[src/sv/lsa_pkg.sv]
// ----------------------------------------------------------------------------
// lsa_pkg: shared types and constants for link-state advert acceptance
// Holds the action and state codes, register indices and the per-cell entry record.
// ----------------------------------------------------------------------------
`default_nettype none
package lsa_pkg;

  typedef enum logic [2:0] {
    ACT_DROP     = 3'd0,
    ACT_ADDED    = 3'd1,
    ACT_STALE    = 3'd2,
    ACT_NEWER    = 3'd3,
    ACT_FLOOD    = 3'd4,
    ACT_LCL_FLD  = 3'd5,
    ACT_LCL_DROP = 3'd6,
    ACT_FULL     = 3'd7
  } action_e;

  typedef enum logic [1:0] {
    ST_IDLE,
    ST_SCAN,
    ST_DECIDE,
    ST_OUT
  } state_e;

  localparam int unsigned REG_LOCAL_ID = 0;
  localparam int unsigned REG_FRESH    = 1;
  localparam logic [29:0] FRESH_RESET  = 30'd3000000;

  typedef struct packed {
    logic [47:0] near_key;
    logic [47:0] far_key;
    logic [55:0] payload;
    logic [31:0] seq;
    logic [31:0] stamp;
  } entry_t;

  // control given to every cell of the chain alongside the rotating entries
  typedef struct packed {
    logic shift;
    logic load;
  } cell_ctl_t;

endpackage
`default_nettype wire

[src/sv/lsa_cell.sv]
// ----------------------------------------------------------------------------
// lsa_cell: one table slot of the rotating entry ring
// Holds one entry and its valid bit; on shift takes its upstream neighbor's
// contents, on load takes the entry offered at the ring head.
// ----------------------------------------------------------------------------
`default_nettype none
module lsa_cell
  import lsa_pkg::*;
(
  input  wire        clk_i,
  input  wire        rst_ni,
  input  cell_ctl_t  ctl_i,
  input  wire        head_i,
  input  entry_t     new_entry_i,
  input  wire        prev_valid_i,
  input  entry_t     prev_entry_i,
  output logic       valid_o,
  output entry_t     entry_o
);

  logic   valid_q;
  entry_t entry_q;

  always_ff @(posedge clk_i or negedge rst_ni) begin
    if (!rst_ni) begin
      valid_q <= 1'b0;
    end else if (ctl_i.load && head_i) begin
      valid_q <= 1'b1;
    end else if (ctl_i.shift) begin
      valid_q <= prev_valid_i;
    end
  end

  always_ff @(posedge clk_i) begin
    if (ctl_i.load && head_i) begin
      entry_q <= new_entry_i;
    end else if (ctl_i.shift) begin
      entry_q <= prev_entry_i;
    end
  end

  assign valid_o = valid_q;
  assign entry_o = entry_q;

endmodule
`default_nettype wire

[config.mk]
export PLATFORM = sky130hd
export DESIGN_NAME = lsa_cell
export DESIGN_NICKNAME = d
export VERILOG_FILES = /design/src/sv/lsa_pkg.sv /design/src/sv/lsa_cell.sv
export SDC_FILE = /design/constraint.sdc
export NUM_CORES = 1
export LEC_CHECK = 0
export BUFFER_PORTS_ARGS = -buffer_cell sky130_fd_sc_hd__buf_2
export CORE_AREA = 2 2 258 260
export DETAILED_ROUTE_END_ITERATION = 7
export DIE_AREA = 0 0 260 262
export PLACE_DENSITY = 0.4
export REMOVE_ABC_BUFFERS = 1
export SLEW_MARGIN = 40
export SYNTH_ARGS = -nofsm -noshare
export SYNTH_HDL_FRONTEND = slang
export SYNTH_SLANG_ARGS = --single-unit
[constraint.sdc]
create_clock -name clk_i -period 0.8 [get_ports clk_i]
set_clock_uncertainty 0.1 [all_clocks]
set_input_delay 0.16 -clock clk_i [delete_from_list [all_inputs] [get_ports clk_i]]
set_output_delay 0.16 -clock clk_i [all_outputs]
set_load 0.03 [all_outputs]
Word-level counts from Yosys, hierarchy flattened:

Cells that the tools add are included.
Widths: inputs -> output; s select.

* muxes and demuxes: 4
* reduce and logical (&&, ||, !) cells: 2

Operators with widths (count)
* $mux 216: 2
* $mux 1: 2
* $reduce_bool 2->1: 1
* $logic_and 1x1->1: 1

* bits in registers: 217
* bits of input ports: 438
* output and inout bits: 217
* word-level logic and storage cells: 12

Longest topological paths before layout:

Gate-level depths: netlist of the first run.

* word-level depth: 2
* depth in mapped cells: 5
* gate-level depth less buffers: 2

Worst setup path before layout of the first run:

OpenSTA, ideal clock, no wires.

* path type: input to register
* start: input port ctl_i[0] (netlist name)
* end: register entry_q, in the netlist entry_o[0], enable pin
* arrival: 5476 ps
* required time: 84 ps
* setup slack: -5392 ps
* cell stages on the path: 4
* cells stage by stage: nand2_1 -> buf_2 -> buf_2 -> nand2b_1

* longest elaborated chain between the ends: 2

RTL lines
* from (decl): RTL line lsa_cell.sv:12 `input cell_ctl_t ctl_i,`
* $logic_and 1x1->1: RTL line lsa_cell.sv:35 `if (ctl_i.load && head_i) begin`
* $reduce_bool 2->1 (no line)
* to (signal assigned): RTL line lsa_cell.sv:36 `entry_q <= new_entry_i;`
* to (signal assigned): RTL line lsa_cell.sv:38 `entry_q <= prev_entry_i;`
* to (decl): RTL line lsa_cell.sv:22 `entry_t entry_q;`

Every way passes these cells.
A chain may end at the register's enable or synchronous reset.

Final worst setup path of the first run:

* start: register entry_q, in the netlist entry_o[52]
* end: output port entry_o[52] (netlist name)

RTL lines
* to (decl): RTL line lsa_cell.sv:18 `output entry_t entry_o`

No word-level cell between the ends.

==> results of run 1 <==
-- sequential cells by signal, summed over array words and instances (netlist names) --
register  flops
entry_o     216
valid_o       1
-- cell usage in the layout (no fill, tap or decap), drive strengths merged --
master,count
nand2,2
mux2i,1
clkinv,13
dlygate4sd3,4
dfrtp,1
edfxtp,216
buf,764
bufinv,2
clkbuf,37
diode,2
nand2b,1
mux2,216
-- layer usage --
metal	share of wire	wire length (um)	track usage
met1	0.36	13950	0.1121
met5	0.00033	13	0
met4	0.024	955	0.03049
met3	0.089	3506	0.03819
met2	0.53	20830	0.1924
-- cell type report --
cell class | count | area (um2)
antenna | 2 | 5.005
clock buffer | 34 | 701.9
clock inverter | 15 | 116.4
fill | 6706 | 46950
multi-input combinational | 220 | 3189
sequential | 217 | 6511
tap | 864 | 1081
timing repair buffer | 771 | 6724
-- power groups by stage --
stage / clock [uW] / sequential, uW / combinational (uW)
global placement: 0 / 14700 / 7520
detailed placement: 0 / 14700 / 7510
CTS: 12100 / 14800 / 9950
finish: 11700 / 14800 / 10200
floorplan: 0 / 17500 / 1990
global route: 12600 / 14900 / 10700
-- worst max path at each step --
stage | from | endpoint | slack, ps | depth (start not counted)
detailed placement | ctl_i[0] | entry_o[203]$_DFFE_PP_ | -730 | 5
CTS | entry_o[9]$_DFFE_PP_ | entry_o[9] | -730 | 1
global route | entry_o[9]$_DFFE_PP_ | entry_o[9] | -740 | 1
floorplan | head_i | entry_o[0]$_DFFE_PP_ | -16100 | 2
global placement | ctl_i[0] | entry_o[43]$_DFFE_PP_ | -700 | 5
finish | entry_o[52]$_DFFE_PP_ | entry_o[52] | -670 | 1
-- metrics by stage --
| step | std cells | setup TNS, ps | util | total power [uW] |
|---|---|---|---|---|
| finish | 2123 | -188810 | 0.2808 | 36610 |
| global route | 2122 | -204510 | 0.2808 | 38110 |
| CTS | 2114 | -202660 | 0.2736 | 36840 |
| detailed placement | 2013 | -285460 | 0.2197 | 22170 |
| global placement | 2013 | -281860 | 0.2197 | 22180 |
| floorplan | 437 | -4828020 | - | 19460 |
-- logic make-up after synthesis --
kind of cell | after synthesis | share of synthesized area
buffers and inverters | 24 | 0.02008
AND/OR/NAND/NOR | 3 | 0.001444
flip-flops | 217 | 0.6829
multiplexers | 217 | 0.2955
-- timing repair --
item,CTS,global route
hold endpoints to repair,218,216
endpoints found under the setup margin,631,644
gates resized for setup,549,146
buffers inserted,29,26
gates cloned,21,4
==> results.cfg, run 1 <==
[pwr]
peakVddDrop_mv = 1.277
pwr-share-comb = 0.277
power.density_mw_per_mm2 = 1997
p_clk_frac = 0.320
seq_power_share = 0.403
p_int_uw = 26190
leakagePower_uw = 0.008462
p_switching_uw = 10420
p_sw_frac = 0.2845

[place]
dpl_cell_area_mm2 = 0.01434
dpl_worst_slack_ps = -733.4
place_congestion = 0.8052
io_buffer_count = 654
hpwl_um = 27990

[route]
avgRoutedWirePerCell_um = 18.49
postRouteAntennaNets = 0
drtIter0Drc = 290
drtPass1Iterations = 4
avgViaCountPerCell = 3.455
wl_um = 39260
via_count = 7334
drc = 0

[global_route]
grt_overflow = 0
antenna_found_initial = 2
grt_usage = 0.1048
grt_pass1_wl_um = 52130
grt_max_degree = 25
grt_pass1_vias = 7934

[synthesis]
synth_area_leaders = edfxtp_1 68%, mux2_4 16%, mux2_2 14%
syn_area_mm2 = 0.009534
synthTopCellsByCount = 216 x edfxtp_1, 116 x mux2_2, 100 x mux2_4, 12 x buf_2, 11 x buf_6
synth_top_area_share = 0.6803
synth_top_flop_cell = edfxtp_1
ys_ff_latch = 217
ys_types = 10
synthArstFlopShare = 0.004608
syn_area_per_cell_um2 = 20.68
synth_most_common_cell = edfxtp_1
synth_area_leader_cell = edfxtp_1
ys_seq_area_frac = 0.6829
syn_inst = 461
yosys_warnings = 0
synth-edff-count = 216

[floorplan]
core_region_area_mm2 = 0.06528
initial_core_util = 0.1461
die_w_um = 260
dieArea_mm2 = 0.06812
io-pin-count = 655
num_rows = 94
die_h_um = 262

[sta]
worst_pin_slew_ps = 195.3
fmax_ghz = 0.6800
slew_violations = 0
timing.final.hold_violations = 216
grt_setup_unrepaired = yes
timing.hold.ws_ps = -201.7
timing.final.crit_share = 1.838
post-route-min-period_ps = 1471
setup_violations = 614
worst_slack_ps = -670.7
relSlewSlack = 0.8698

[clocking]
h-tree-depth = 1
root_buffer = clkbuf_16
cts.sinks = 217
insertion_delay_ps = 540
cts_tree = yes
clockBufferDepth = 3
ctsHoldBuffers = 4
cts_buffers = 27
clk_pin_slew_ps = 60

[min_path]
min_from = new_entry_i[34]
hold_path_end = entry_o[34]$_DFFE_PP_
min_path_type = in -> reg
hold_depth = 2

[run]
cap_violations = 0

[setup_path]
timing.reg2reg.setup_slack_ps = 0
path_max_fanout = 1
path_buf_inv = 1
path_class = reg -> out
end_kind = primary output
cp.required_ps = 540
worstPathCellList = buf_6
r2r-end = valid_o$_DFFE_PN0P_
crit_arrival_ps = 1210
critPathSlowestCell = edfxtp_1
cp_top_family = flip-flops
setup.worst_path.start_class = flop
reg2regPathDepth = 2
slowest_delay_ps = 470
reg2reg_from = valid_o$_DFFE_PN0P_

[layout]
area_delta_synth_final_pct = 92.24
stdcell_area_mm2 = 0.01833
drive_gt1_frac = 0.8115
nets = 1675

[outcome]
status = finished, violations left
violations = hold timing, setup timing
Power figures use the tool's default switching activity.
==> inputs of run 2 (changes only) <==
==> constraint.sdc (replaced) <==
create_clock -name clk_i -period 0.8 [get_ports clk_i]
set_clock_uncertainty 0.1 [all_clocks]
set_input_delay 0.12 -clock clk_i [delete_from_list [all_inputs] [get_ports clk_i]]
set_output_delay 0.12 -clock clk_i [all_outputs]
set_load 0.03 [all_outputs]
==> run 2 against run 1 <==
The flow still finishes with violations (hold timing, setup timing). Critical path type unchanged. Die area stayed put. Register-to-register slack worse by 150 ps. Total power rose by 5.2%. Via count grew 23%. Clock power is essentially flat.
==> results.cfg, run 2 (synthesized netlist as in run 1, its figures left out) <==
[layout]
largest_reg_flops = 216
drive_gt1_frac = 0.6034
mostFrequentLayoutCell = buf_2
nFillCells = 6223
nets = 2076
final_cell_mix = 409 x buf_2, 402 x dlygate4sd3_1, 233 x buf_6
area_delta_synth_final_pct = 136.9
stdcell_area_mm2 = 0.02258
final_core_util = 0.3460

[clocking]
cts_buffers = 28
cts.sinks = 217
insertion_delay_ps = 540
root_buffer = clkbuf_16
h-tree-depth = 1
cts_tree = yes
clk_pin_slew_ps = 50
clockBufferDepth = 3

[global_route]
grt_overflow = 0
grt_max_degree = 14
grt_pass1_wl_um = 61910
grt_usage = 0.1216
grt_pass1_vias = 10380
antenna_found_initial = 1

[place]
hpwl_um = 27780
place_congestion = 0.8100
dpl_worst_slack_ps = -716.2
io_buffer_count = 654
dpl_cell_area_mm2 = 0.01433

[route]
wl_um = 45010
drtPass1Iterations = 4
avgRoutedWirePerCell_um = 17.87
via_count = 9037
postRouteAntennaNets = 0
avgViaCountPerCell = 3.588
drtIter0Drc = 368
drc = 0

[floorplan]
die_h_um = 262
io-pin-count = 655
dieArea_mm2 = 0.06812
die_w_um = 260
initial_core_util = 0.1461
num_rows = 94
core_region_area_mm2 = 0.06528

[min_path]
min_from = new_entry_i[116]
hold_depth = 2
min_path_type = in -> reg
hold_path_end = entry_o[116]$_DFFE_PP_

[setup_path]
worstPathCellList = buf_6
setup.worst_path.start_class = flop
reg2reg_from = valid_o$_DFFE_PN0P_
end_kind = primary output
critPathSlowestCell = edfxtp_1
cp_top_family = flip-flops
path_class = reg -> out
crit_arrival_ps = 1240
timing.reg2reg.setup_slack_ps = -150
r2r-end = valid_o$_DFFE_PN0P_
reg2regPathDepth = 3
slowest_delay_ps = 490
cp.required_ps = 580
path_buf_inv = 1
path_max_fanout = 1

[pwr]
leakagePower_uw = 0.01043
power_uw = 38490
power.density_mw_per_mm2 = 1704
peakVddDrop_mv = 1.364

[sta]
grt_setup_unrepaired = yes
worst_pin_slew_ps = 230.6
fmax_ghz = 0.6841
worst_slack_ps = -661.8
timing.final.hold_violations = 27
timing.hold.ws_ps = -202.5
timing.final.crit_share = 1.827
post-route-min-period_ps = 1462
setup_violations = 589
relSlewSlack = 0.8463
slew_violations = 0

[outcome]
status = finished, violations left
violations = hold timing, setup timing

[run]
cap_violations = 0
-- run 2: cell types whose count changed in the layout (fill, tap and decap cells not counted), sizes merged --
cell | before | now
dlygate4sd3 | 4 | 402
dlymetal6s4s | 0 | 23
buf | 764 | 745
clkinv | 13 | 7
clkbuf | 37 | 39
bufinv | 2 | 1
diode | 2 | 1
-- run 2: through the flow --
step / TNS (ps) / cells
2_1_floorplan: -4810700 / 437
3_3_place_gp: -262550 / 2012
3_5_place_dp: -267460 / 2012
4_1_cts: -160460 / 2533
5_1_grt: -153290 / 2518
6_report: -136520 / 2519
-- run 2: routing by layer --
layer,track usage,vias to the layer above,wire length [um]
met5,0,-,0
met4,0.04103,0,1442
met3,0.03453,67,3203
met2,0.2296,401,23980
met1,0.1289,4370,16380
li1,-,4199,-
-- run 2: power breakdown --
part	switching, uW	total [uW]	internal, uW
combinational	5250	12000	6730
clock	4880	11700	6850
sequential	702	14800	14100
total	10800	38500	27700
-- run 2: worst max-delay path by stage --
stage / startpoint / endpoint / slack [ps] / cells after the start
4_1_cts: entry_o[9]$_DFFE_PP_ / entry_o[9] / -700 / 1
3_5_place_dp: ctl_i[0] / entry_o[212]$_DFFE_PP_ / -720 / 5
2_1_floorplan: head_i / entry_o[0]$_DFFE_PP_ / -16060 / 2
3_3_place_gp: ctl_i[0] / entry_o[212]$_DFFE_PP_ / -690 / 5
5_1_grt: entry_o[9]$_DFFE_PP_ / entry_o[9] / -710 / 1
6_report: entry_o[52]$_DFFE_PP_ / entry_o[52] / -660 / 1
-- run 2: area by class of cell --
cell class	instances	area, um2	area share
clock buffer	38	759.5	0.03363
multi-input combinational	220	3264	0.1445
timing repair buffer	1171	10900	0.4827
tap	864	1081	0.04787
sequential	217	6511	0.2883
antenna	1	2.502	0.0001108
clock inverter	8	63.81	0.002825
-- run 2: repair_timing --
| action | in CTS | in global routing |
|---|---|---|
| hold buffers | 409 | 16 |
| pin swaps | 1 | 2 |
| cloned | 28 | 1 |
| resized for setup | 583 | 171 |
| buffers inserted | 39 | 21 |
| setup endpoints to repair | 511 | 624 |
| hold endpoints to repair | 218 | 41 |
